File: config.mk
export PLATFORM = sky130hd
export DESIGN_NAME = pencil_sketch_pixel
export DESIGN_NICKNAME = d
export VERILOG_FILES = /design/src/rtl/pspx_pkg.sv /design/src/rtl/pspx_pipe.sv /design/src/rtl/pspx_div.sv /design/src/rtl/pspx_front.sv /design/src/rtl/pencil_sketch_pixel.sv
export SDC_FILE = /design/constraint.sdc
export NUM_CORES = 2
export LEC_CHECK = 0
export BUFFER_PORTS_ARGS = -buffer_cell sky130_fd_sc_hd__clkbuf_2
export CAP_MARGIN = 20
export CORE_MARGIN = 5
export CORE_UTILIZATION = 31
export DETAILED_ROUTE_END_ITERATION = 10
export GPL_TIMING_DRIVEN = 1
export PLACE_DENSITY = 0.43
export SLEW_MARGIN = 20
export SYNTH_ARGS = -nofsm -noshare
export SYNTH_HDL_FRONTEND = slang
export SYNTH_SLANG_ARGS = --single-unit
File: constraint.sdc
create_clock -name clk -period 45.5 [get_ports clk]
set_input_delay 2.275 -clock clk [delete_from_list [all_inputs] [get_ports clk]]
set_output_delay 2.275 -clock clk [all_outputs]
set_load 0.005 [all_outputs]
File: src/rtl/pspx_pkg.sv
// Types and constants of the pencil sketch pixel filter.
`default_nettype none

package pspx_pkg;

  localparam int PIX_W   = 8;
  localparam int MODE_W  = 4;
  localparam int SQ_W    = 16;
  localparam int PROD_W  = 24;
  localparam int CFG_IDX_W = 2;

  // Blend selection codes
  localparam logic [MODE_W-1:0] MODE_DNEG    = 4'd0;
  localparam logic [MODE_W-1:0] MODE_MIN     = 4'd1;
  localparam logic [MODE_W-1:0] MODE_MAX     = 4'd2;
  localparam logic [MODE_W-1:0] MODE_LIGHTEN = 4'd3;
  localparam logic [MODE_W-1:0] MODE_PQ      = 4'd5;
  localparam logic [MODE_W-1:0] MODE_DNEG2   = 4'd6;
  localparam logic [MODE_W-1:0] MODE_COLOR   = 4'd7;

  // Register indexes
  localparam logic [CFG_IDX_W-1:0] REG_MODE = 2'd0;
  localparam logic [CFG_IDX_W-1:0] REG_TMIN = 2'd1;
  localparam logic [CFG_IDX_W-1:0] REG_TMAX = 2'd2;

  localparam logic [PIX_W-1:0] MODE_RESET   = 8'd0;
  localparam logic [PIX_W-1:0] TMIN_RESET   = 8'd16;
  localparam logic [PIX_W-1:0] TMAX_RESET   = 8'd235;
  localparam logic [PIX_W-1:0] PIX_MAX      = 8'd255;
  localparam logic [PIX_W-1:0] LUMA_OUTSIDE = 8'd240;
  localparam logic [PIX_W-1:0] CHROMA_GRAY  = 8'd128;
  localparam logic [PIX_W-1:0] LIMIT_LO     = 8'd16;
  localparam logic [PIX_W-1:0] LIMIT_HI     = 8'd240;
  localparam logic [PIX_W-1:0] PQ_FILL      = 8'd16;

  // Front end result handed to the divider section
  typedef struct packed {
    logic [PIX_W-1:0] early;   // result of every path that needs no divide
    logic             use_div; // sketch pixel in max or pq blend
    logic             zero2;   // max blend with zero divisor
    logic [PIX_W-1:0] am;      // pq operand a with zero replaced
    logic [SQ_W-1:0]  n1;
    logic [PIX_W-1:0] d1;
    logic [SQ_W-1:0]  n2;
    logic [PIX_W-1:0] d2;
  } front_t;

endpackage

`default_nettype wire

File: src/rtl/pspx_pipe.sv
// Delay line with stall enable for valid bits and sideband data.
`default_nettype none

module pspx_pipe #(
  parameter int W     = 8,
  parameter int DEPTH = 2
) (
  input  logic         clk,
  input  logic         rst_n,
  input  logic         en,
  input  logic [W-1:0] d,
  output logic [W-1:0] q
);

  logic [W-1:0] sr_r [DEPTH];

  // Shift one place per advance, clear on reset
  always_ff @(posedge clk) begin
    if (!rst_n) begin
      for (int i = 0; i < DEPTH; i++) sr_r[i] <= '0;
    end else if (en) begin
      sr_r[0] <= d;
      for (int i = 1; i < DEPTH; i++) sr_r[i] <= sr_r[i-1];
    end
  end

  assign q = sr_r[DEPTH-1];

endmodule

`default_nettype wire

File: src/rtl/pspx_div.sv
// Pipelined restoring divider, STEP quotient bits per stage.
`default_nettype none

module pspx_div #(
  parameter int NUM_W = 16,
  parameter int DEN_W = 8,
  parameter int STEP  = 2
) (
  input  logic             clk,
  input  logic             en,
  input  logic [NUM_W-1:0] num,
  input  logic [DEN_W-1:0] den,
  output logic [NUM_W-1:0] quo
);

  localparam int STAGES = NUM_W / STEP;

  logic [DEN_W-1:0] rem_r [STAGES];
  logic [NUM_W-1:0] nq_r  [STAGES];
  logic [DEN_W-1:0] den_r [STAGES];

  for (genvar g = 0; g < STAGES; g++) begin : g_stage
    logic [DEN_W-1:0] rem_in, rem_nxt, den_in;
    logic [NUM_W-1:0] nq_in, nq_nxt;

    if (g == 0) begin : g_first
      assign rem_in = '0;
      assign nq_in  = num;
      assign den_in = den;
    end else begin : g_rest
      assign rem_in = rem_r[g-1];
      assign nq_in  = nq_r[g-1];
      assign den_in = den_r[g-1];
    end

    // Shift in numerator bits, subtract where the divisor fits
    always_comb begin
      logic [DEN_W:0] t;
      rem_nxt = rem_in;
      nq_nxt  = nq_in;
      t       = '0;
      for (int i = 0; i < STEP; i++) begin
        t      = {rem_nxt, nq_nxt[NUM_W-1]};
        nq_nxt = {nq_nxt[NUM_W-2:0], 1'b0};
        if (t >= {1'b0, den_in}) begin
          rem_nxt   = DEN_W'(t - {1'b0, den_in});
          nq_nxt[0] = 1'b1;
        end else begin
          rem_nxt = t[DEN_W-1:0];
        end
      end
    end

    always_ff @(posedge clk) begin
      if (en) begin
        rem_r[g] <= rem_nxt;
        nq_r[g]  <= nq_nxt;
        den_r[g] <= den_in;
      end
    end
  end

  assign quo = nq_r[STAGES-1];

endmodule

`default_nettype wire

File: src/rtl/pspx_front.sv
// Front stages: sharpening, simple blends and divider operands.
`default_nettype none

module pspx_front (
  input  logic                          clk,
  input  logic                          rst_n,
  input  logic                          en,
  input  logic                          in_valid,
  input  logic                          in_plane,
  input  logic [pspx_pkg::PIX_W-1:0]    in_pixel,
  input  logic [pspx_pkg::PIX_W-1:0]    in_right_pixel,
  input  logic [pspx_pkg::PIX_W-1:0]    in_below_pixel,
  input  logic [pspx_pkg::PIX_W-1:0]    in_below_right_pixel,
  input  logic                          in_pass_through,
  input  logic [pspx_pkg::MODE_W-1:0]   mode,
  input  logic [pspx_pkg::PIX_W-1:0]    tmin,
  input  logic [pspx_pkg::PIX_W-1:0]    tmax,
  output logic                          fr_valid,
  output pspx_pkg::front_t              fr_data
);

  localparam logic [1:0] KIND_CHROMA = 2'd0;
  localparam logic [1:0] KIND_PASS   = 2'd1;
  localparam logic [1:0] KIND_OUTR   = 2'd2;
  localparam logic [1:0] KIND_SKETCH = 2'd3;

  // 255 - |255 - 2v|
  function automatic logic [7:0] fold(input logic [7:0] v);
    logic signed [9:0] d;
    logic        [9:0] ad;
    d  = 10'sd255 - $signed({1'b0, v, 1'b0});
    ad = (d < 0) ? 10'(-d) : 10'(d);
    return pspx_pkg::PIX_MAX - ad[7:0];
  endfunction

  // Pick 16 or 240 against the upper threshold
  function automatic logic [7:0] limit(input logic [7:0] p, input logic [7:0] tm);
    return (p >= pspx_pkg::LIMIT_LO || p <= tm) ? pspx_pkg::LIMIT_LO : pspx_pkg::LIMIT_HI;
  endfunction

  // ---------------- stage 1: sharpen ----------------
  logic       s1_valid_r;
  logic [1:0] s1_kind_r;
  logic [7:0] s1_y_r, s1_a_r;

  logic [9:0]         nb_sum;
  logic [7:0]         nb_mean;
  logic [11:0]        nine_y;
  logic signed [12:0] sharp;

  always_comb begin
    nb_sum  = {2'b0, in_right_pixel} + {2'b0, in_below_pixel} +
              {2'b0, in_below_right_pixel} + 10'd2;
    nb_mean = nb_sum[9:2];
    nine_y  = {1'b0, in_pixel, 3'b0} + {4'b0, in_pixel};
    // both halvings fold into one floor of (9y - 4m - 255) / 4
    sharp   = $signed({1'b0, nine_y}) - $signed({3'b0, nb_mean, 2'b0}) - 13'sd255;
  end

  always_ff @(posedge clk) begin
    if (!rst_n) begin
      s1_valid_r <= 1'b0;
    end else if (en) begin
      s1_valid_r <= in_valid;
    end
  end

  always_ff @(posedge clk) begin
    if (en) begin
      s1_y_r <= in_pixel;
      s1_a_r <= sharp[9:2];
      if (in_plane) s1_kind_r <= KIND_CHROMA;
      else if (in_pass_through) s1_kind_r <= KIND_PASS;
      else if (in_pixel >= tmin && in_pixel <= tmax) s1_kind_r <= KIND_SKETCH;
      else s1_kind_r <= KIND_OUTR;
    end
  end

  // ---------------- stage 2: dneg core and squares ----------------
  logic       s2_valid_r;
  logic [1:0] s2_kind_r;
  logic [7:0] s2_y_r, s2_a_r, s2_p_r, s2_am_r, s2_d1_r, s2_d2_r;
  logic [15:0] s2_n1_r, s2_n2_r;

  logic signed [8:0] fd;
  logic [8:0]  fd_abs;
  logic [7:0]  p_dneg, am, bm, x1, d1, sq1_b, sq2_b;
  logic        is_max;

  always_comb begin
    fd     = $signed({1'b0, fold(s1_a_r)}) - $signed({1'b0, fold(s1_y_r)});
    fd_abs = (fd < 0) ? 9'(-fd) : 9'(fd);
    p_dneg = pspx_pkg::PIX_MAX - fd_abs[7:0];
    am     = (s1_a_r == 8'd0) ? pspx_pkg::PQ_FILL : s1_a_r;
    bm     = (s1_y_r == 8'd0) ? pspx_pkg::PQ_FILL : s1_y_r;
    is_max = (mode == pspx_pkg::MODE_MAX);
    x1     = is_max ? s1_y_r : am;
    d1     = is_max ? ((s1_a_r > s1_y_r) ? s1_a_r : s1_y_r) : am;
    sq1_b  = pspx_pkg::PIX_MAX - x1;
    sq2_b  = pspx_pkg::PIX_MAX - bm;
  end

  always_ff @(posedge clk) begin
    if (!rst_n) begin
      s2_valid_r <= 1'b0;
    end else if (en) begin
      s2_valid_r <= s1_valid_r;
    end
  end

  always_ff @(posedge clk) begin
    if (en) begin
      s2_kind_r <= s1_kind_r;
      s2_y_r    <= s1_y_r;
      s2_a_r    <= s1_a_r;
      s2_p_r    <= p_dneg;
      s2_am_r   <= am;
      s2_d1_r   <= d1;
      s2_d2_r   <= bm;
      s2_n1_r   <= sq1_b * sq1_b;
      s2_n2_r   <= sq2_b * sq2_b;
    end
  end

  // ---------------- stage 3: finish simple blends ----------------
  logic       s3_valid_r;
  pspx_pkg::front_t s3_r;

  logic [7:0]  t1, mn, mx, res, early, dn;
  logic signed [8:0] t2;
  logic [8:0]  t2_abs;
  logic signed [9:0] v1, v6;
  logic [9:0]  v1_abs, v6_abs;
  logic [15:0] prod7;
  logic        use_div;

  always_comb begin
    t1     = (s2_p_r > s2_y_r) ? (s2_p_r - s2_y_r) : (s2_y_r - s2_p_r);
    t2     = $signed({1'b0, t1}) - $signed({1'b0, s2_y_r});
    t2_abs = (t2 < 0) ? 9'(-t2) : 9'(t2);
    dn     = t2_abs[7:0];
    mn     = (s2_y_r < s2_a_r) ? s2_y_r : s2_a_r;
    mx     = (s2_a_r > s2_y_r) ? s2_a_r : s2_y_r;
    v1     = 10'sd255 - $signed({2'b0, mn}) - $signed({2'b0, s2_y_r});
    v1_abs = (v1 < 0) ? 10'(-v1) : 10'(v1);
    v6     = 10'sd255 - $signed({2'b0, s2_a_r}) - $signed({2'b0, s2_y_r});
    v6_abs = (v6 < 0) ? 10'(-v6) : 10'(v6);
    prod7  = dn * s2_y_r;
    use_div = 1'b0;
    case (mode)
      pspx_pkg::MODE_DNEG:    res = dn;
      pspx_pkg::MODE_MIN:     res = pspx_pkg::PIX_MAX - v1_abs[7:0];
      pspx_pkg::MODE_MAX:     begin res = '0; use_div = 1'b1; end
      pspx_pkg::MODE_LIGHTEN: res = mx;
      pspx_pkg::MODE_PQ:      begin res = '0; use_div = 1'b1; end
      pspx_pkg::MODE_DNEG2:   res = limit(pspx_pkg::PIX_MAX - v6_abs[7:0], tmax);
      pspx_pkg::MODE_COLOR:   res = dn + s2_y_r - prod7[15:8];
      default:                res = limit(s2_a_r, tmax);
    endcase
    case (s2_kind_r)
      KIND_CHROMA: begin
        early   = (mode == pspx_pkg::MODE_COLOR) ? s2_y_r : pspx_pkg::CHROMA_GRAY;
        use_div = 1'b0;
      end
      KIND_PASS:   begin early = s2_y_r; use_div = 1'b0; end
      KIND_OUTR:   begin early = pspx_pkg::LUMA_OUTSIDE; use_div = 1'b0; end
      default:     early = res;
    endcase
  end

  always_ff @(posedge clk) begin
    if (!rst_n) begin
      s3_valid_r <= 1'b0;
    end else if (en) begin
      s3_valid_r <= s2_valid_r;
    end
  end

  always_ff @(posedge clk) begin
    if (en) begin
      s3_r.early   <= early;
      s3_r.use_div <= use_div;
      s3_r.zero2   <= (s2_d1_r == 8'd0);
      s3_r.am      <= s2_am_r;
      s3_r.n1      <= s2_n1_r;
      s3_r.d1      <= s2_d1_r;
      s3_r.n2      <= s2_n2_r;
      s3_r.d2      <= s2_d2_r;
    end
  end

  assign fr_valid = s3_valid_r;
  assign fr_data  = s3_r;

endmodule

`default_nettype wire

File: src/rtl/pencil_sketch_pixel.sv
// Top level of the pencil sketch pixel filter.
//
//  channel | valid     | ready     | payload
//  --------+-----------+-----------+-------------------------------------------
//  input   | in_valid  | in_ready  | plane, pixel, three neighbours, pass flag
//  result  | out_valid | out_ready | pixel_out
//  config  | cfg_valid | cfg_ready | cfg_index, cfg_data
//
// One pixel enters per clock unless a held result stalls the pipe. Results leave
// through the two chained divider pipelines of the pq blend and the output register.
// A stalled output freezes every stage at once, so nothing is dropped or repeated.
// Reset is synchronous: it clears all valid bits and loads the register defaults.
// Configuration writes are taken in every cycle.
`default_nettype none

module pencil_sketch_pixel #(
  parameter int DIV_STEP = 2
) (
  input  logic                              clk,
  input  logic                              rst_n,
  input  logic                              in_valid,
  output logic                              in_ready,
  input  logic                              in_plane,
  input  logic [7:0]                        in_pixel,
  input  logic [7:0]                        in_right_pixel,
  input  logic [7:0]                        in_below_pixel,
  input  logic [7:0]                        in_below_right_pixel,
  input  logic                              in_pass_through,
  output logic                              out_valid,
  input  logic                              out_ready,
  output logic [7:0]                        out_pixel_out,
  input  logic                              cfg_valid,
  output logic                              cfg_ready,
  input  logic [pspx_pkg::CFG_IDX_W-1:0]    cfg_index,
  input  logic [7:0]                        cfg_data
);

  localparam int DIV1_LAT = pspx_pkg::SQ_W / DIV_STEP;
  localparam int DIV3_LAT = pspx_pkg::PROD_W / DIV_STEP;
  localparam int SIDE1_W  = 1 + 8 + 1 + 1 + 8;
  localparam int SIDE3_W  = 1 + 8 + 1;

  logic adv;

  // ---------------- configuration registers ----------------
  logic [pspx_pkg::MODE_W-1:0] mode_r;
  logic [7:0]                  tmin_r, tmax_r;

  assign cfg_ready = 1'b1;

  always_ff @(posedge clk) begin
    if (!rst_n) begin
      mode_r <= pspx_pkg::MODE_RESET[pspx_pkg::MODE_W-1:0];
      tmin_r <= pspx_pkg::TMIN_RESET;
      tmax_r <= pspx_pkg::TMAX_RESET;
    end else if (cfg_valid) begin
      case (cfg_index)
        pspx_pkg::REG_MODE: mode_r <= cfg_data[pspx_pkg::MODE_W-1:0];
        pspx_pkg::REG_TMIN: tmin_r <= cfg_data;
        pspx_pkg::REG_TMAX: tmax_r <= cfg_data;
        default: ;
      endcase
    end
  end

  // Whole pipe advances unless a finished result is held
  assign adv      = !out_valid || out_ready;
  assign in_ready = adv;

  // ---------------- front stages ----------------
  logic             fr_valid;
  pspx_pkg::front_t fr;

  pspx_front u_front (
    .clk                 (clk),
    .rst_n               (rst_n),
    .en                  (adv),
    .in_valid            (in_valid),
    .in_plane            (in_plane),
    .in_pixel            (in_pixel),
    .in_right_pixel      (in_right_pixel),
    .in_below_pixel      (in_below_pixel),
    .in_below_right_pixel(in_below_right_pixel),
    .in_pass_through     (in_pass_through),
    .mode                (mode_r),
    .tmin                (tmin_r),
    .tmax                (tmax_r),
    .fr_valid            (fr_valid),
    .fr_data             (fr)
  );

  // ---------------- first divides: max blend and both pq ratios ----------------
  logic [pspx_pkg::SQ_W-1:0] q1, q2;
  logic [SIDE1_W-1:0]        side1;

  pspx_div #(.NUM_W(pspx_pkg::SQ_W), .DEN_W(8), .STEP(DIV_STEP)) u_div1 (
    .clk(clk), .en(adv), .num(fr.n1), .den(fr.d1), .quo(q1)
  );

  pspx_div #(.NUM_W(pspx_pkg::SQ_W), .DEN_W(8), .STEP(DIV_STEP)) u_div2 (
    .clk(clk), .en(adv), .num(fr.n2), .den(fr.d2), .quo(q2)
  );

  pspx_pipe #(.W(SIDE1_W), .DEPTH(DIV1_LAT)) u_side1 (
    .clk(clk), .rst_n(rst_n), .en(adv),
    .d({fr_valid, fr.early, fr.use_div, fr.zero2, fr.am}),
    .q(side1)
  );

  // ---------------- middle stage: max result and pq operands ----------------
  logic                        d1_valid, d1_use, d1_zero;
  logic [7:0]                  d1_early, d1_am;
  logic                        md_valid_r, md_pq_r;
  logic [7:0]                  md_early_r, md_den_r;
  logic [pspx_pkg::PROD_W-1:0] md_num_r;

  assign {d1_valid, d1_early, d1_use, d1_zero, d1_am} = side1;

  always_ff @(posedge clk) begin
    if (!rst_n) begin
      md_valid_r <= 1'b0;
    end else if (adv) begin
      md_valid_r <= d1_valid;
    end
  end

  always_ff @(posedge clk) begin
    if (adv) begin
      md_pq_r  <= d1_use && (mode_r == pspx_pkg::MODE_PQ);
      if (d1_use && mode_r == pspx_pkg::MODE_MAX)
        md_early_r <= d1_zero ? 8'd0 : pspx_pkg::PIX_MAX - q1[7:0];
      else
        md_early_r <= d1_early;
      md_den_r <= (q2 < 16'd255) ? pspx_pkg::PIX_MAX - q2[7:0] : pspx_pkg::PQ_FILL;
      md_num_r <= q1 * (pspx_pkg::PIX_MAX - d1_am);
    end
  end

  // ---------------- final divide of the pq blend ----------------
  logic [pspx_pkg::PROD_W-1:0] q3;
  logic [SIDE3_W-1:0]          side3;
  logic                        f_valid, f_pq;
  logic [7:0]                  f_early;

  pspx_div #(.NUM_W(pspx_pkg::PROD_W), .DEN_W(8), .STEP(DIV_STEP)) u_div3 (
    .clk(clk), .en(adv), .num(md_num_r), .den(md_den_r), .quo(q3)
  );

  pspx_pipe #(.W(SIDE3_W), .DEPTH(DIV3_LAT)) u_side3 (
    .clk(clk), .rst_n(rst_n), .en(adv),
    .d({md_valid_r, md_early_r, md_pq_r}),
    .q(side3)
  );

  assign {f_valid, f_early, f_pq} = side3;

  // ---------------- output register ----------------
  logic       out_valid_r;
  logic [7:0] out_pixel_r;

  always_ff @(posedge clk) begin
    if (!rst_n) begin
      out_valid_r <= 1'b0;
    end else if (adv) begin
      out_valid_r <= f_valid;
    end
  end

  always_ff @(posedge clk) begin
    if (adv) begin
      out_pixel_r <= f_pq ? pspx_pkg::PIX_MAX - q3[7:0] : f_early;
    end
  end

  assign out_valid     = out_valid_r;
  assign out_pixel_out = out_pixel_r;

endmodule

`default_nettype wire

# Yosys cells after proc, flatten, opt, wreduce, memory -nomap -nowiden
# Memory sizes are Yosys's and may differ from the RTL's.
# Cells that the tools add are included.
[op_classes]
n_addsub = 91
mul = 4
order_cmp = 73
eq_ne = 10
mux = 162
bitwise_logic = 20
n_reduce_logical = 19
[op_table]
columns = ["cell", "n"]
rows = [
  ["$mux 8", 76],
  ["$ge 9x8->1", 53],
  ["$sub 8x8->8", 56],
  ["$mux 19", 8],
  ["$mux 10", 12],
  ["$sub 8x8->8 const A", 10],
  ["$mux 1", 64],
  ["$mul 8x8->16", 3],
  ["$neg 8->8", 6],
  ["$pmux 8 s6", 1],
  ["$lt 10x1->1 const B", 4],
  ["$sub 8x8->9 const A", 3],
  ["$ge 1x8->1", 3],
  ["$gt 8x8->1", 3],
  ["$le 8x8->1", 3],
  ["$logic_not 8->1", 3],
  ["$mul 17x9->24", 1],
  ["$pmux 8 s3", 1],
  ["$sub 1x8->8", 3],
  ["$add 10x8->10", 2],
  ["$or 1x1->1", 20],
  ["$sub 8x9->10 const A", 2],
  ["$sub 9x9->10", 2],
  ["$lt 9x1->1 const B", 2],
  ["23 further kinds", 38],
]
[word_totals]
reg_bits = 240
ramBits = 1264
in_bits = 49
output_inout_bits = 11
elab_cells = 424
memories = 11
[memory_table]
columns = ["memory", "words", "width", "rd", "rd_clocked_by_memory_dff", "write_ports", "line_no", "source"]
rows = [
  ["u_div3.nq_r", 12, 24, 12, 0, 12, "pspx_div.sv:19", "logic [NUM_W-1:0] nq_r [STAGES];"],
  ["u_side1.sr_r", 8, 19, 8, 0, 8, "pspx_pipe.sv:15", "logic [W-1:0] sr_r [DEPTH];"],
  ["u_div1.nq_r", 8, 16, 8, 0, 8, "pspx_div.sv:19", ""],
  ["u_div2.nq_r", 8, 16, 8, 0, 8, "pspx_div.sv:19", ""],
  ["u_side3.sr_r", 12, 10, 12, 0, 12, "pspx_pipe.sv:15", ""],
  ["u_div3.den_r", 12, 8, 11, 0, 12, "pspx_div.sv:20", "logic [DEN_W-1:0] den_r [STAGES];"],
  ["+5 memories", "--", "--", "--", "--", "--", "--", ""],
]

# Logic depth before layout (Yosys ltp)
[depth]
depth_word = 10
mapped_depth = 45
depth_no_buf = 44

# Hierarchy
# A second synthesis with hierarchy kept.
[hier_totals]
cells_unflattened = 6866
area_unflattened_um2 = 84344.6
[by_module_without_submodules]
columns = ["module", "instances", "cells_per_inst", "area_each_um2", "seq_area_each_um2"]
rows = [
  ["pspx_div at u_div3", 1, 1816, 24274.5, 13933.4],
  ["pspx_front", 1, 1511, 15424.8, 4894.7],
  ["pspx_div at u_div2", 1, 1108, 13615.6, 7206.9],
  ["pspx_div at u_div1", 1, 1102, 13523.0, 7206.9],
  ["pencil_sketch_pixel", 1, 701, 7013.0, 1911.8],
  ["pspx_pipe at u_side1", 1, 353, 5910.7, 4564.4],
  ["pspx_pipe at u_side3", 1, 275, 4583.1, 3603.5],
]

# Worst setup path after synthesis
# Ideal clock, no wire load.
[synth_path]
path_type = "in2reg"
start = "in out_ready"
end = "mem u_side1.sr_r[0][66] (netlist name), data pin"
setup_ns = 0.304
arrival_time_ns = 31.964
required_time_ns = 45.196
slack_ns = 13.232
stages = 6
n_path_buf = 3
cell_sequence = "nor2b_1 > clkbuf_1 > inv_1 > clkbuf_1 > clkbuf_1 > and3_1"
[synth_lines]
columns = ["element", "line_no", "source"]
rows = [
  ["start: declaration", "pencil_sketch_pixel.sv:30", "input logic out_ready,"],
  ["end: declaration", "pspx_pipe.sv:15", ""],
]

# Worst setup path after layout
[layout_path]
start = "reg u_front.s2_y_r[7]"
end = "reg u_front.s3_r, in the netlist u_front.fr_data[65], data pin"
[layout_via]
elab_chain_len = 9
elab_cells_between_ends = 33
cone_classes = "add/sub: 13; mul: 1; order compare: 8; mux: 10; reduce/logical: 1"
[layout_rtl]
columns = ["element", "line_no", "source"]
rows = [
  ["start: declaration", "pspx_front.sv:82", "logic [7:0] s2_y_r, s2_a_r, s2_p_r, s2_am_r, s2_d1_r, s2_d2_r;"],
  ["start signal: assignment", "pspx_front.sv:114", "s2_y_r <= s1_y_r;"],
  ["$sub 8x8->8 (tied with other cells)", "pspx_front.sv:138", "t1 = (s2_p_r > s2_y_r) ? (s2_p_r - s2_y_r) : (s2_y_r - s2_p_r);"],
  ["$mux 8 (tied with other cells)", "pspx_front.sv:138", ""],
  ["$sub 8x8->9 (tied with other cells)", "pspx_front.sv:139", "t2 = $signed({1'b0, t1}) - $signed({1'b0, s2_y_r});"],
  ["$neg 8->8 (tied with other cells)", "pspx_front.sv:140", "t2_abs = (t2 < 0) ? 9'(-t2) : 9'(t2);"],
  ["$mux 8 (tied with other cells)", "pspx_front.sv:140", ""],
  ["$mul 8x8->16 (tied with other cells)", "pspx_front.sv:148", "prod7 = dn * s2_y_r;"],
  ["$sub 8x8->8 (tied with other cells)", "pspx_front.sv:157", "pspx_pkg::MODE_COLOR: res = dn + s2_y_r - prod7[15:8];"],
  ["$pmux 8 s6", "pspx_front.sv:150", "case (mode)"],
  ["$pmux 8 s3 *", "pspx_front.sv:160", "case (s2_kind_r)"],
  ["net u_front.early[7]", "pspx_front.sv:129", "logic [7:0] t1, mn, mx, res, early, dn;"],
  ["end: declaration", "pspx_front.sv:127", "pspx_pkg::front_t s3_r;"],
]
# Mark *: on every way through the listed nets, which the timed path passes. The rest lies on a longest branch.
# A chain may end at the register's enable or synchronous reset.

==> impl_metrics.sql <==
INSERT INTO impl_metrics (metric_group, metric, value, unit) VALUES
('outcome', 'status', 'finished, final reports clean', ''),
('clocking', 'tritoncts_clock_tree', 'done', ''),
('clocking', 'clock_tree.htree_level_count', '4', ''),
('timing', 'timing.slew.headroom', '0.290', ''),
('clocking', 'cts_sinks', '1301', ''),
('global_route', 'via_count_of_the_first_global_routing_pass', '46300', ''),
('timing', 'number_of_max_slew_violations_in_the_final_report', '0', ''),
('timing', 'hold_violations', '0', ''),
('worst_hold_path', 'holdCritPathClass', 'reg2reg', ''),
('global_route', 'global_route_wire_length_before_repair', '249000', 'µm'),
('clocking', 'cts_root_buf', 'clkbuf_16', ''),
('finish', 'layout_net_count', '7407', ''),
('yosys', 'netlist_top_cells_area', 'edfxtp_1 (49%), ha_1 (11%), fa_1 (6.2%)', ''),
('route', 'dr_total_vias', '44500', ''),
('yosys', 'ys_types', '90', ''),
('yosys', 'yosysTopAreaCellShare', '0.495', ''),
('global_route', 'antenna_found_initial', '1', ''),
('yosys', 'post_synth_inst_count', '6274', ''),
('yosys', 'synthFlopType', 'edfxtp_1', ''),
('run', 'cap_violations', '0', ''),
('floorplanning', 'die_area', '0.260', 'mm²'),
('setup_path', 'setup.worst_path.class', 'reg2reg', ''),
('route', 'drt-pass1-iter-count', '7', ''),
('floorplanning', 'die_outline_width', '510', 'µm'),
('timing', 'final.min_clock_period', '11.96', 'ns'),
('timing', 'setup_repair_after_global_routing_missed_its_margin', 'false', ''),
('clocking', 'insertion_delay', '0.79', 'ns'),
('timing', 'timing.clock.skew', '0.0465', 'ns'),
('finish', 'syn_to_final_growth', '12.2', '%'),
('floorplanning', 'core_area', '0.249', 'mm²'),
('yosys', 'synth.cell_area', '0.0774', 'mm²'),
('placed_design', 'finalWeightedCongestion', '0.793', ''),
('yosys', 'syn-mean-instance-area', '12.3', 'µm²'),
('setup_path', 'path_max_fanout', '11', ''),
('global_route', 'pin_count_of_the_biggest_net_entering_global_routing', '194', ''),
('setup_path', 'crit_path_max_incr_delay', '0.64', 'ns'),
('timing', 'timing_worst_slew_pin_value', '1.06', 'ns'),
('finish', 'layout.cells.non_filler', '9863', ''),
('timing', 'fin_crit_sh', '0.263', ''),
('setup_path', 'slowest_stage', 'edfxtp_1', ''),
('clocking', 'cts_repair_resize_count', '0', ''),
('floorplanning', 'initial_core_util', '0.311', ''),
('route', 'detail_route.drc_violations', '0', ''),
('timing', 'fmax', '83.6', 'MHz'),
('yosys', 'synth_async_sr_flop_share', '0', ''),
('clocking', 'clkTransAtPathRegs', '0.06', 'ns'),
('route', 'drt.antenna.violating_nets', '0', ''),
('floorplanning', 'pin_count', '60', ''),
('placed_design', 'post-dp-hpwl', '109000', 'µm'),
('timing', 'setup_violations', '0', ''),
('setup_path', 'critical-path-top-cell-by-count', 'fa_1', ''),
('yosys', 'yosysSeqAreaShare', '0.501', ''),
('setup_path', 'worst_setup_path_end_kind', 'flop', ''),
('global_route', 'globalRouteOverflowTotal', '0', ''),
('yosys', 'synth-edff-count', '1276', ''),
('placed_design', 'io_buffers', '58', ''),
('clocking', 'cts_buffers', '155', ''),
('placed_design', 'placed_cells_incl_taps', '9582', ''),
('timing', 'setup_total_negative_slack', '0', 'ns'),
('floorplanning', 'die_y', '510', 'µm'),
('setup_path', 'critical_path_arrival', '12.57', 'ns'),
('yosys', 'yosysWarnings', '0', ''),
('clocking', 'max-clock-path-buffers', '3', ''),
('route', 'drt-initial-drc-count', '2128', ''),
('clocking', 'cts_setup_buffers', '0', ''),
('route', 'route.detailed.wl_per_inst', '15.5', 'µm'),
('route', 'drt-total-wl', '153000', 'µm'),
('setup_path', 'timing.critical_path.from_type', 'flop', ''),
('global_route', 'overall_routing_resource_usage', '0.117', ''),
('floorplanning', 'placementRows', '183', ''),
('clocking', 'count_of_hold_buffers_inserted_by_post_cts_repair', '0', ''),
('yosys', 'yosys.area.top_type', 'edfxtp_1', ''),
('yosys', 'synth.ff_latch_count', '1301', ''),
('route', 'route.detailed.vias_per_inst', '4.52', ''),
('finish', 'proportion_of_layout_cells_with_a_drive_suffix_above_1', '0.113', ''),
('setup_path', 'required', '46.12', 'ns');
cells by family (layout without fill, tap and decap cells):
group,Yosys count,count (layout),synth area share
xor gates and xnor gates,375,375,0.0428
other,2,6,0.0000970
buffers and inverters,883,1138,0.0432
muxes,411,411,0.0581
and+or+nand+nor,1486,1486,0.101
DFF,1301,1301,0.501
adders and majority gates,949,949,0.177
AOI/OAI and AO/OA,867,867,0.0769
cell usage after synthesis (all sizes together) (127+ instances only):
cell type and count:
a21oi 261, and3 223, edfxtp 1276, fa 239, ha 710, inv 768, mux2 306, nand2 210
nand2b 127, nor2 398, nor2b 196, o21ai 223, xnor2 247, xor2 128
placed cells by master (no fill, tap or decap), types with 22 or more instances in the layout:
cell type / count
o21ai_0: 153
o21a_1: 50
and3_1: 223
mux2_2: 306
edfxtp_1: 1276
nor2b_1: 196
nand4_1: 88
xor2_1: 128
a21oi_2: 22
a221oi_4: 22
a21o_1: 106
a21boi_1: 26
fa_1: 239
nand2b_1: 127
clkinv_1: 27
nor3_1: 22
and2_1: 68
nand3_1: 61
clkinv_2: 25
o21bai_1: 43
mux2i_1: 105
clkbuf_1: 28
ha_1: 710
a21oi_1: 239
nor2_1: 397
buf_4: 23
o21ai_1: 52
a21boi_0: 23
inv_1: 767
clkbuf_16: 157
xnor2_1: 245
clkbuf_2: 57
a31oi_1: 22
dfxtp_1: 25
nand2_1: 208
layout make-up:
class                      instances  area (µm²)
inverter                         775        2920
tap                             3330        4170
clock buffer                     187        4060
antenna                            3        7.51
sequential                      1301       38800
fill                           24500      162000
timing repair buffer              85         532
clock inverter                    91        1100
multi-input combinational       4091       35300
layer usage:
metal	part of all wire	vias to the layer above	global-route usage	routed length, µm
li1	-	22600	-	-
met1	0.48	21400	0.158	73200
met2	0.47	405	0.197	71800
met3	0.030	196	0.0186	4510
met4	0.020	0	0.0291	3030
met5	0	-	0	0
critical path: cells and delay by family, from the launching register on:
| kind | cells | cell delay [ns] |
|---|---|---|
| adder cells (fa/ha/maj) | 9 | 3.56 |
| AO/OA/AOI/OAI | 12 | 3.23 |
| AND/OR/NAND/NOR | 7 | 1.58 |
| buffers and inverters | 5 | 1.25 |
| XOR/XNOR | 4 | 0.97 |
| flip-flops | 1 | 0.64 |
| multiplexers | 2 | 0.52 |
per-stage QoR:
| step | area, µm² | util | hold WS (ns) | worst slack [ns] |
|---|---|---|---|---|
| after floorplan | 77400 | - | 0.400 | 13.23 |
| after global placement | 81700 | 0.329 | 0.401 | 33.79 |
| after detailed placement | 81700 | 0.329 | 0.405 | 33.61 |
| after CTS | 86900 | 0.349 | 0.398 | 33.47 |
| after global routing | 86900 | 0.349 | 0.406 | 32.56 |
| final | 86900 | 0.349 | 0.401 | 33.54 |
worst paths after layout:
check	startpoint	end	depth (start not counted)	slack, ns
worst max-delay path	u_front.s2_y_r[7]$_DFFE_PP_	u_front.fr_data[65]$_DFFE_PP_	39	33.54
worst min-delay path	u_div1.nq_r[1][35]$_DFFE_PP_	u_div1.nq_r[1][53]$_DFFE_PP_	0	0.40
worst max register to register	u_front.s2_y_r[7]$_DFFE_PP_	u_front.fr_data[65]$_DFFE_PP_	39	33.54
worst min register to register	u_div1.nq_r[1][35]$_DFFE_PP_	u_div1.nq_r[1][53]$_DFFE_PP_	0	0.40
flip-flops by register name, summed over array words and instances (netlist names), 15 cells and up:
| register | cells |
|---|---|
| u_div2.den_r | 56 |
| u_div2.nq_r | 121 |
| u_side3.sr_r | 120 |
| u_front.s2_n1_r | 15 |
| u_div3.rem_r | 88 |
| u_div3.nq_r | 152 |
| u_div1.rem_r | 56 |
| u_front.s2_n2_r | 15 |
| u_div1.nq_r | 121 |
| u_side1.sr_r | 152 |
| u_front.fr_data | 64 |
| md_num_r | 24 |
| u_div2.rem_r | 56 |
| u_div3.den_r | 88 |
| u_div1.den_r | 56 |
Power is left out: the tool's default activity adds up to more than one toggle a clock period on the data nets, which glitch-free logic cannot reach.
